[src/rtl/core/olq_pkg.sv]
// ----------------------------------------------------------------------------
// olq_pkg: shared types and constants for the ordered list queue
// Opcodes, status codes, sequencer states and the array sizing.
// ----------------------------------------------------------------------------
`default_nettype none
package olq_pkg;
	localparam int DEPTH = 16;
	localparam int AW    = $clog2(DEPTH);
	localparam int CW    = $clog2(DEPTH + 1);

	typedef logic [AW-1:0] addr_t;
	typedef logic [CW-1:0] cnt_t;
	typedef logic signed [31:0] data_t;

	typedef enum logic [3:0] {
		OP_APPEND   = 4'd0,
		OP_POP      = 4'd1,
		OP_INSERT   = 4'd2,
		OP_REMOVE   = 4'd3,
		OP_SEARCH   = 4'd4,
		OP_SWAP     = 4'd5,
		OP_SORT_AFT = 4'd6,
		OP_SORT_ALL = 4'd7,
		OP_CLEAR    = 4'd8
	} op_t;

	localparam logic [1:0] ST_DONE    = 2'd0;
	localparam logic [1:0] ST_IGNORED = 2'd1;
	localparam logic [1:0] ST_FULL    = 2'd2;

	// sequencer states
	typedef enum logic [3:0] {
		S_IDLE,
		S_RD,     // issue read at idx_q
		S_SHL,    // shift-left step: write idx-1 with data at idx
		S_SHR,    // shift-right step: write idx+1 with data at idx
		S_KEY,    // insert: write the new value into its slot
		S_SRCH,   // compare read data with the key
		S_RDA,    // sort: issue read of the first entry of a pass
		S_CMPA,   // sort: latch the first entry as the carried operand
		S_CMPB,   // sort: compare entry idx with the carried one, write idx-1
		S_SWB,    // sort: write the carried entry at the end of the pass
		S_HEAD,   // fetch head for result
		S_HEADW
	} state_t;
endpackage
`default_nettype wire

[src/rtl/core/ordered_list_queue_with_sort.sv]
// ----------------------------------------------------------------------------
// ordered_list_queue_with_sort: bounded ordered list with sort
// Sequence: append, clear and ignored requests pass S_HEAD and S_HEADW;
// pop/remove add an S_RD/S_SHL pair per shifted entry, insert an S_RD/S_SHR
// pair per shifted entry plus S_KEY, search an S_RD/S_SRCH pair per compared
// entry; swap and sort run S_RDA, S_CMPA, S_RD/S_CMPB pairs and S_SWB per
// pass. Busy is low again in the done cycle, no request is taken while busy;
// results never stall. Reset clears count and control; entries undefined.
// ----------------------------------------------------------------------------
`default_nettype none
module ordered_list_queue_with_sort (
	input  wire logic                  clk,
	input  wire logic                  arst_n,
	input  wire logic                  start,
	output logic                       busy,
	input  wire logic [3:0]            opcode,
	input  wire logic signed [31:0]    value,
	input  wire logic [3:0]            position,
	output logic                       done,
	output logic [1:0]                 status,
	output logic                       found,
	output logic [3:0]                 found_position,
	output logic signed [31:0]         head_value,
	output logic [4:0]                 entry_count
);
	import olq_pkg::*;

	state_t state_q, state_d;
	cnt_t   count_q;
	logic [3:0] op_q;
	data_t  key_q;
	addr_t  idx_q;      // walk index
	addr_t  lo_q;       // sort lower bound
	addr_t  end_q;      // last index of a pass, or insert slot
	cnt_t   pass_q;     // sort passes left
	data_t  a_q;        // carried operand
	data_t  rdata;
	logic   found_q;
	addr_t  fpos_q;
	logic [1:0] status_q;
	logic [1:0] st_c;
	logic   accept;
	logic   take_b;
	cnt_t   pos_c, idx_c, last_c;

	// entry memory: one write, one registered read
	data_t  mem [DEPTH];
	logic   we;
	addr_t  waddr, raddr;
	data_t  wdata;
	always_ff @(posedge clk) begin
		if (we) mem[waddr] <= wdata;
		rdata <= mem[raddr];
	end

	assign pos_c  = cnt_t'(position);
	assign idx_c  = cnt_t'(idx_q);
	assign last_c = count_q - cnt_t'(1);
	assign accept = start && !busy;
	// swap always moves the later entry down; sort only when it is smaller
	assign take_b = (op_q == OP_SWAP) || (rdata < a_q);

	// request status from opcode, position and count
	always_comb begin
		st_c = ST_DONE;
		case (opcode)
			OP_APPEND: if (count_q >= cnt_t'(DEPTH)) st_c = ST_FULL;
			OP_POP, OP_SEARCH, OP_SORT_ALL: if (count_q == '0) st_c = ST_IGNORED;
			OP_INSERT: begin
				if (pos_c >= count_q) st_c = ST_IGNORED;
				else if (count_q >= cnt_t'(DEPTH)) st_c = ST_FULL;
			end
			OP_REMOVE: if (pos_c + cnt_t'(1) >= count_q) st_c = ST_IGNORED;
			OP_SWAP, OP_SORT_AFT: if (pos_c + cnt_t'(2) >= count_q) st_c = ST_IGNORED;
			OP_CLEAR: ;
			default: st_c = ST_IGNORED;
		endcase
	end

	// next-state logic
	always_comb begin
		state_d = state_q;
		case (state_q)
			S_IDLE: if (accept) begin
				state_d = S_HEAD;
				if (st_c == ST_DONE) begin
					case (opcode)
						OP_POP: if (count_q > cnt_t'(1)) state_d = S_RD;
						OP_INSERT: state_d = (pos_c == last_c) ? S_KEY : S_RD;
						OP_REMOVE: if (pos_c + cnt_t'(2) < count_q) state_d = S_RD;
						OP_SEARCH: state_d = S_RD;
						OP_SWAP, OP_SORT_AFT: state_d = S_RDA;
						OP_SORT_ALL: if (count_q > cnt_t'(1)) state_d = S_RDA;
						default: ;
					endcase
				end
			end
			S_RD: begin
				case (op_q)
					OP_POP, OP_REMOVE: state_d = S_SHL;
					OP_INSERT:         state_d = S_SHR;
					OP_SEARCH:         state_d = S_SRCH;
					default:           state_d = S_CMPB;
				endcase
			end
			S_SHL:   state_d = (idx_c == last_c) ? S_HEAD : S_RD;
			S_SHR:   state_d = (idx_q == end_q) ? S_KEY : S_RD;
			S_KEY:   state_d = S_HEAD;
			S_SRCH:  state_d = (rdata == key_q || idx_c == last_c) ? S_HEAD : S_RD;
			S_RDA:   state_d = S_CMPA;
			S_CMPA:  state_d = S_RD;
			S_CMPB:  state_d = (idx_q == end_q) ? S_SWB : S_RD;
			S_SWB:   state_d = (pass_q == cnt_t'(1)) ? S_HEAD : S_RDA;
			S_HEAD:  state_d = S_HEADW;
			S_HEADW: state_d = S_IDLE;
			default: state_d = S_IDLE;
		endcase
	end

	// memory port control
	always_comb begin
		we    = 1'b0;
		waddr = idx_q;
		wdata = rdata;
		raddr = idx_q;
		case (state_q)
			S_IDLE: begin
				waddr = addr_t'(count_q);
				wdata = value;
				we    = accept && opcode == OP_APPEND && st_c == ST_DONE;
			end
			S_SHL: begin we = 1'b1; waddr = idx_q - addr_t'(1); end
			S_SHR: begin we = 1'b1; waddr = idx_q + addr_t'(1); end
			S_KEY: begin we = 1'b1; waddr = end_q; wdata = key_q; end
			S_RDA: raddr = lo_q;
			S_CMPB: begin
				we    = 1'b1;
				waddr = idx_q - addr_t'(1);
				wdata = take_b ? rdata : a_q;
			end
			S_SWB:  begin we = 1'b1; waddr = end_q; wdata = a_q; end
			S_HEAD: raddr = '0;
			default: ;
		endcase
	end

	// state register
	always_ff @(posedge clk or negedge arst_n) begin
		if (!arst_n) state_q <= S_IDLE;
		else state_q <= state_d;
	end

	// sequencer datapath
	always_ff @(posedge clk or negedge arst_n) begin
		if (!arst_n) begin
			count_q <= '0; status_q <= ST_DONE; found_q <= 1'b0; fpos_q <= '0;
			idx_q <= '0; op_q <= '0; key_q <= '0; a_q <= '0;
			lo_q <= '0; end_q <= '0; pass_q <= '0;
		end else begin
			case (state_q)
				S_IDLE: if (accept) begin
					op_q <= opcode; key_q <= value;
					status_q <= st_c; found_q <= 1'b0; fpos_q <= '0;
					if (st_c == ST_DONE) begin
						case (opcode)
							OP_APPEND: count_q <= count_q + cnt_t'(1);
							OP_POP: if (count_q == cnt_t'(1)) count_q <= '0;
								else idx_q <= addr_t'(1);
							OP_INSERT: begin
								end_q <= addr_t'(pos_c + cnt_t'(1));
								idx_q <= addr_t'(last_c);
							end
							OP_REMOVE: if (pos_c + cnt_t'(2) >= count_q)
									count_q <= count_q - cnt_t'(1);
								else idx_q <= addr_t'(pos_c + cnt_t'(2));
							OP_SEARCH: idx_q <= '0;
							OP_SWAP: begin
								lo_q <= addr_t'(pos_c + cnt_t'(1));
								end_q <= addr_t'(pos_c + cnt_t'(2));
								pass_q <= cnt_t'(1);
							end
							OP_SORT_AFT: begin
								lo_q <= addr_t'(pos_c + cnt_t'(1));
								end_q <= addr_t'(last_c);
								pass_q <= count_q - pos_c - cnt_t'(2);
							end
							OP_SORT_ALL: begin
								lo_q <= '0; end_q <= addr_t'(last_c); pass_q <= last_c;
							end
							OP_CLEAR: count_q <= '0;
							default: ;
						endcase
					end
				end
				S_SHL: begin
					if (idx_c == last_c) count_q <= count_q - cnt_t'(1);
					else idx_q <= idx_q + addr_t'(1);
				end
				S_SHR: if (idx_q != end_q) idx_q <= idx_q - addr_t'(1);
				S_KEY: count_q <= count_q + cnt_t'(1);
				S_SRCH: begin
					if (rdata == key_q) begin
						found_q <= 1'b1; fpos_q <= idx_q;
					end else if (idx_c != last_c) idx_q <= idx_q + addr_t'(1);
				end
				S_CMPA: begin
					a_q <= rdata; idx_q <= lo_q + addr_t'(1);
				end
				S_CMPB: begin
					// keep the larger entry carried forward
					if (!take_b) a_q <= rdata;
					if (idx_q != end_q) idx_q <= idx_q + addr_t'(1);
				end
				S_SWB: pass_q <= pass_q - cnt_t'(1);
				default: ;
			endcase
		end
	end

	// outputs
	assign busy = (state_q != S_IDLE);
	always_ff @(posedge clk or negedge arst_n) begin
		if (!arst_n) begin
			done <= 1'b0; status <= ST_DONE; found <= 1'b0; found_position <= '0;
			head_value <= '0; entry_count <= '0;
		end else begin
			done <= (state_q == S_HEADW);
			if (state_q == S_HEADW) begin
				status <= status_q;
				found <= found_q;
				found_position <= fpos_q;
				head_value <= (count_q != '0) ? rdata : '0;
				entry_count <= count_q;
			end
		end
	end

	// assertions
	a_cnt: assert property (@(posedge clk) disable iff (!arst_n) count_q <= cnt_t'(DEPTH))
		else $error("count overflow");
	a_done_idle: assert property (@(posedge clk) disable iff (!arst_n) done |-> !busy)
		else $error("done while busy");
	a_accept_busy: assert property (@(posedge clk) disable iff (!arst_n)
		(start && !busy) |=> busy)
		else $error("request accepted without going busy");
	a_found: assert property (@(posedge clk) disable iff (!arst_n) done && found |-> status == ST_DONE)
		else $error("found with bad status");
endmodule
`default_nettype wire
[config.mk]
export PLATFORM = sky130hd
export DESIGN_NAME = ordered_list_queue_with_sort
export DESIGN_NICKNAME = d
export VERILOG_FILES = /design/src/rtl/core/olq_pkg.sv /design/src/rtl/core/ordered_list_queue_with_sort.sv
export SDC_FILE = /design/constraint.sdc
export NUM_CORES = 1
export LEC_CHECK = 0
export ABC_AREA = 0
export BUFFER_PORTS_ARGS = -buffer_cell sky130_fd_sc_hd__buf_2
export CORE_AREA = 2 2 293 295
export DETAILED_ROUTE_END_ITERATION = 8
export DIE_AREA = 0 0 295 297
export PLACE_DENSITY_LB_ADDON = 0.1
export SETUP_SLACK_MARGIN = 0.4
export SYNTH_ARGS = -nofsm -noshare
export SYNTH_HDL_FRONTEND = slang
export SYNTH_SLANG_ARGS = --single-unit
[constraint.sdc]
create_clock -name clk -period 4.63 [get_ports clk]
set_clock_uncertainty 0.05 [all_clocks]
set_input_delay 0.2315 -clock clk [delete_from_list [all_inputs] [get_ports clk]]
set_output_delay 0.2315 -clock clk [all_outputs]
set_load 0.005 [all_outputs]
==> impl_metrics.py, run 1 <==
metrics = {
    "routing": {
        "vias": 18400,
        "drc_errors": 0,
        "vias_per_cell": 5.53,
        "route.detailed.wl_per_inst_um": 27.3,
        "drtPass1Iterations": 5,
        "wirelength_um": 91100,
        "drtIter0Drc": 1442,
        "ant_nets": 0,
    },
    "run_status": {
        "outcome": "complete, no violations",
    },
    "layout": {
        "layout.nets": 2229,
        "area_delta_synth_final_pct": 18.8,
        "drive_gt1_share_pct": 24.2,
        "fin_cells": 3334,
        "diodes": 0,
        "final_cell_area_um2": 35800,
    },
    "setup_path": {
        "r2r_slack_ps": 320,
        "path_class": "reg2reg",
        "crit_required_ps": 4830,
        "end_kind": "flop",
        "reg2regPathDepth": 11,
        "crit_start": "a_q[31]",
        "critPathLaunchType": "flop",
        "crit_end": "mem[3][10]",
        "reg2reg_to": "mem[3][10]",
        "crit_fanout": 16,
        "reg2reg_from": "a_q[31]",
        "arrival_ps": 4510,
    },
    "clock_tree": {
        "clk_latency_ps": 630,
        "cts.reportedPaths.clkPinSlew_ps": 60,
        "ctsRootBufferMaster": "clkbuf_16",
        "htreeDepth": 3,
        "cts_buffers": 79,
        "clk_path_buf_depth": 3,
        "cts_tree": "yes",
        "clock-sinks": 690,
    },
    "timing": {
        "report.final.slew_viol_count": 0,
        "worst_pin_slew_ps": 1310,
        "period_share_pct": 93.0,
        "setup_viol": 0,
        "hold_viol": 0,
        "period_minus_slack_ps": 4310,
        "setup-tns-final_ps": 0,
        "rsz0062_at_grt": "true",
        "relSlewSlack_pct": 12.4,
        "fmax_mhz": 232,
    },
    "yosys": {
        "synthesis.nets": 2064,
        "synth_seq_cells": 690,
        "ys.warnings.count": 0,
        "synthMuxAreaShare_pct": 12.7,
        "netlist_area_um2": 30100,
        "synth_top_family_by_area": "multiplexers",
        "synth-edff-count": 512,
        "synth_top_cell_by_area": "edfxtp_1",
        "synth_largest_type_area_fraction_pct": 51.0,
        "synth_area_per_cell_um2": 15.4,
        "synth-xor-area-share_pct": 1.77,
        "netlist_instances": 1959,
        "synthFlopType": "edfxtp_1",
        "synth_compound_area_share_pct": 11.0,
        "synthTopCellsByArea": "edfxtp_1, dfrtp_1, mux4_2, a22oi_1, ha_1",
        "synthDistinctLibCells": 77,
        "synth_adder_area_share_pct": 2.63,
        "seq_area_frac_synth_pct": 65.3,
        "async_reset_ff_share_pct": 21.2,
        "synth_simple_gate_area_share_pct": 4.28,
    },
    "place": {
        "dp.cells": 3149,
        "io_buffers": 88,
        "gp_congestion": 0.884,
        "dpl_cell_area_um2": 32600,
        "hpwl_um": 55300,
    },
    "floorplan": {
        "dieArea_um2": 87600,
        "rows": 107,
        "ios": 89,
        "chipWidth_um": 295,
        "die_h_um": 297,
        "coreArea_um2": 84500,
        "start_util_pct": 35.7,
    },
    "pwr": {
        "p_sw_mw": 12.6,
        "p_int_mw": 19.7,
        "pwr-share-comb_pct": 44.2,
        "p_leak_nw": 12.7,
        "power.share.clock_pct": 19.8,
        "peakVddDrop_uv": 581,
        "switching_share_pct": 39.0,
        "pwr_density_cell_nw_per_um2": 902,
        "finalPower_mw": 32.3,
        "p_seq_share_pct": 36.0,
    },
    "global_route": {
        "antenna_found_initial": 2,
        "gr-total-overflow": 0,
        "grt_util_all_layers_pct": 20.9,
        "grt_pass1_wl_um": 133000,
        "grt_max_degree": 90,
        "grt_pass1_vias": 18800,
    },
    "hold_path": {
        "min_path_type": "in2reg",
    },
    "run": {
        "drv_cap": 0,
    },
}
## placed cells by master (no fill, tap or decap), types with 34 or more instances in the layout
| cell | instances |
|---|---|
| dlygate4sd3_1 | 34 |
| ha_1 | 60 |
| a22o_1 | 35 |
| a21oi_1 | 93 |
| nor2_1 | 59 |
| nand2_1 | 105 |
| clkbuf_16 | 82 |
| xor2_1 | 43 |
| o21a_1 | 35 |
| buf_2 | 87 |
| buf_4 | 56 |
| o211ai_1 | 37 |
| o21ai_0 | 40 |
| mux4_2 | 128 |
| dfrtp_1 | 146 |
| mux2_2 | 43 |
| a22oi_1 | 101 |
| edfxtp_1 | 512 |
| inv_1 | 60 |
## cells in the mapped netlist, drive strengths merged (44+ instances only)
master	count
nand2	107
mux2	76
clkbuf	73
dfrtp	146
a22oi	102
mux4	128
nor2	81
a21oi	95
edfxtp	512
inv	62
ha	60
buf	44
o21ai	54
## routing by layer
metal	part of all wire, %	global-route usage, %	vias up
met2	48	33.4	489
met1	45	29.7	9718
met3	5.4	3.83	113
met4	1.8	4.46	2
li1	-	-	8113
met5	0.018	0	-
## how the worst min path moves through the flow
stage	slack, ps	from	cells past startpoint	end
floorplan	-110	arst_n	0	a_q[0]
global placement	310	arst_n	1	count_q[4]
detailed placement	320	arst_n	1	count_q[4]
CTS	4	position[0]	3	lo_q[0]
global route	30	position[0]	3	lo_q[0]
finish	40	position[0]	3	lo_q[0]
## final cells by class
class,count,area [µm²]
clock buffers,109,2270
clock inverters,38,409
repair buffers,200,1650
inverters,63,236
fillers,7661,48700
well taps,1144,1430
multi-input cells,1090,10100
flip-flops and latches,690,19700
## stage by stage
step / setup slack [ps] / hold slack [ps] / util [%]
after global placement: 379 / 312 / 38.6
after floorplan: 756 / -114 / -
final: 323 / 39.0 / 42.3
after detailed placement: 307 / 324 / 38.6
after global routing: 21.1 / 31.2 / 42.3
after CTS: 318 / 3.77 / 42.3
## cell families after synthesis
logic type	count (synthesis)
flops	690
compound gates	475
simple gates	280
mux	211
buf+inv	180
fa+ha+maj	62
xor+xnor	61
## repair_timing
| action | 4_1_cts | 5_1_grt |
|---|---|---|
| cloned | 1 | 0 |
| endpoints found under the hold margin | 123 | 0 |
| hold buffers | 34 | 0 |
| pin swaps | 1 | 1 |
| setup buffers | 0 | 3 |
| resized for setup | 9 | 10 |
| setup endpoints to repair | 221 | 253 |
## power by group through the flow
stage               Combinational, mW  Sequential (mW)  Clock [mW]
floorplan                        8.87             11.3           0
global placement                 14.0             11.7           0
detailed placement               14.2             11.8           0
CTS                              14.4             11.6        6.54
global route                     15.6             11.8        6.79
finish                           14.3             11.6        6.39
## flip-flops by register name (all words and copies together) (netlist names), 4 cells and up
name,flops
rdata,32
pass_q,5
lo_q,4
head_value,32
state_q,4
idx_q,4
key_q,32
op_q,4
fpos_q,4
mem,512
entry_count,5
end_q,4
a_q,32
found_position,4
count_q,5
## critical path, cell delays in order (launching register included)
cell and delay (ps):
dfrtp_1 370, inv_1 70, ha_1 390, nand4_1 200
nor4_1 550, nand2_1 120, o211ai_1 150, a31oi_1 130
mux2i_4 330, nand2b_2 340, buf_4 250, a2bb2oi_1 960
Note: power is estimated with default switching activity, not from simulation.
==> run 2: changes to the inputs <==
- ABC_AREA: 0 -> 1
- CORE_AREA: 2 2 293 295 -> 2 2 296 298
- DIE_AREA: 0 0 295 297 -> 0 0 298 300
==> run 2 against run 1 <==
First-iteration DRC count rose by 31%. Flip-flop and latch count did not move. Sequential share of layout area fell by 0.32 points. Design area rose by 0.58%. Via count rose by 25%. Register-to-register slack improved by 420 ps. Non-clock buffer count rose by 28. Clock-buffer cell count fell by 8. Fmax rose by 11%. Global-route usage rose by 0.73 points. Critical path depth rose by 4. Synthesized area rose by 2.0%. Critical path type unchanged.
==> impl_metrics.py, run 2 <==
metrics = {
    "routing": {
        "drtPass1Iterations": 7,
        "drtIter0Drc": 1888,
        "route.detailed.wl_per_inst_um": 23.1,
        "wirelength_um": 97600,
        "vias": 23000,
        "drc_errors": 0,
        "ant_nets": 0,
        "vias_per_cell": 5.44,
    },
    "clock_tree": {
        "cts_tree": "yes",
        "cts_setup_buffers": 0,
        "clk_latency_ps": 620,
        "clk_path_buf_depth": 3,
        "ctsRootBufferMaster": "clkbuf_16",
        "htreeDepth": 3,
        "cts_buffers": 79,
        "clock-sinks": 690,
        "cts.reportedPaths.clkPinSlew_ps": 60,
    },
    "yosys": {
        "synth_common_cells": "edfxtp_1, nor2_1, nand2_1, o21ai_0, inv_1",
        "synth_largest_type_area_fraction_pct": 50.1,
        "synthDistinctLibCells": 48,
        "netlist_area_um2": 30700,
        "synthFlopType": "edfxtp_1",
        "yosysMostFrequentCell": "edfxtp_1",
        "synth_area_per_cell_um2": 10.7,
        "seq_area_frac_synth_pct": 64.0,
        "synth_top_cell_by_area": "edfxtp_1",
        "synth_seq_cells": 690,
        "synth-edff-count": 512,
        "netlist_instances": 2864,
        "synthTopCellsByArea": "edfxtp_1, dfrtp_1, o21ai_0, nor2_1, nand2_1",
        "synthesis.nets": 2969,
        "ys.warnings.count": 0,
        "async_reset_ff_share_pct": 21.2,
    },
    "floorplan": {
        "rows": 108,
        "chipWidth_um": 298,
        "start_util_pct": 35.6,
        "die_h_um": 300,
        "ios": 89,
        "coreArea_um2": 86200,
        "dieArea_um2": 89400,
    },
    "timing": {
        "rsz0062_at_grt": "false",
        "report.final.slew_viol_count": 0,
        "period_minus_slack_ps": 3890,
        "worst_pin_slew_ps": 1060,
        "setup_viol": 0,
        "fmax_mhz": 257,
        "period_share_pct": 84.0,
        "setup-tns-final_ps": 0,
        "relSlewSlack_pct": 29.3,
        "hold_viol": 0,
    },
    "global_route": {
        "busiest_layer": "met2",
        "grt_pass1_wl_um": 146000,
        "use_met3_pct": 3.91,
        "use_met2_pct": 32.7,
        "grt_pass1_vias": 22500,
        "met1_usage_pct": 31.6,
        "grt_max_degree": 150,
        "gr-total-overflow": 0,
        "grt_util_all_layers_pct": 21.6,
        "antenna_found_initial": 3,
    },
    "layout": {
        "final_cell_area_um2": 36000,
        "layout_commonest_cell": "edfxtp_1",
        "finish.utilization_pct": 41.7,
        "area_delta_synth_final_pct": 17.1,
        "layout_common_cells": "edfxtp_1, nor2_1, nand2_1, o21ai_0, inv_1",
        "drive_gt1_share_pct": 12.5,
        "layout.nets": 3111,
        "diodes": 0,
        "largest_reg_flops": 512,
        "regMostFlops": "mem",
    },
    "setup_path": {
        "path_class": "reg2reg",
        "r2r_slack_ps": 740,
        "critPathLaunchType": "flop",
        "crit_fanout": 22,
        "end_kind": "flop",
        "crit_required_ps": 4870,
        "arrival_ps": 4130,
    },
    "place": {
        "hpwl_um": 62200,
        "gp_congestion": 0.884,
        "dpl_cell_area_um2": 33100,
        "io_buffers": 88,
    },
    "run_status": {
        "outcome": "complete, no violations",
    },
    "hold_path": {
        "min_path_type": "in2reg",
    },
    "run": {
        "drv_cap": 0,
    },
}
[run 2: cell count changes after synthesis, sizes merged, moves of 82 or more]
cell	delta
nand3	+96
o221ai	+82
inv	+127
nor2	+320
o21ai	+373
mux4	-128
a22oi	-100
nand2	+252
[run 2: logic make-up after synthesis]
kind of cell | after synthesis | synth area share, %
flops | 690 | 64.0
simple gates | 935 | 12.7
fa+ha+maj | 62 | 2.57
compound gates | 777 | 15.1
xor+xnor | 41 | 1.17
buf+inv | 359 | 4.46
[run 2: metrics by stage]
step | hold WS, ps | std cells | worst slack, ps
after floorplan | -114 | 2864 | 247
after global placement | 262 | 4041 | 893
after detailed placement | 281 | 4041 | 776
after CTS | 105 | 4223 | 733
after global routing | 206 | 4223 | 444
final | 143 | 4223 | 742
[run 2: metal layers]
layer | routed length (µm) | share of wire (%) | vias to the layer above
met5 | 13 | 0.013 | -
met1 | 46100 | 47 | 11500
met4 | 2580 | 2.6 | 2
li1 | - | - | 10600
met2 | 42700 | 44 | 757
met3 | 6140 | 6.3 | 152
[run 2: worst max-delay path, cell delays in order (launching register included)]
cell      delay (ps)
dfrtp_1          480
inv_1            400
ha_1             320
nand2_1           60
inv_1             30
o21ai_0          260
nand3_1          160
o21ai_0          110
o211ai_1         120
nor2_2           130
nand3b_1         140
inv_1             80
nand4_1          100
buf_4            300
a21oi_4          470
buf_12           270
[run 2: area by class of cell]
type	count	area [µm²]
fill	8311	50200
clock inverter	42	339
timing repair buffer	228	1730
inverter	192	728
sequential	690	19700
clock buffer	101	2170
multi-input combinational	1815	9900
tap	1155	1450
[run 2: worst paths after layout]
check | from | cells after the start | to
max | count_q[2] | 15 | mem[10][2]
min in group asynchronous | arst_n | 2 | pass_q[2]
max reg2reg | count_q[2] | 15 | mem[10][2]
max in group asynchronous | arst_n | 3 | key_q[24]
min | position[1] | 4 | end_q[1]
min reg2reg | head_value[19] | 2 | head_value[19]
[run 2: timing repair]
| item | in CTS | in global routing |
|---|---|---|
| endpoints found under the hold margin | 110 | 0 |
| gates resized for setup | 0 | 0 |
| hold buffers | 39 | 0 |
Power of run 2 is not shown: default switching activity piles up to over one toggle a cycle in this logic, so the estimate is an artifact.
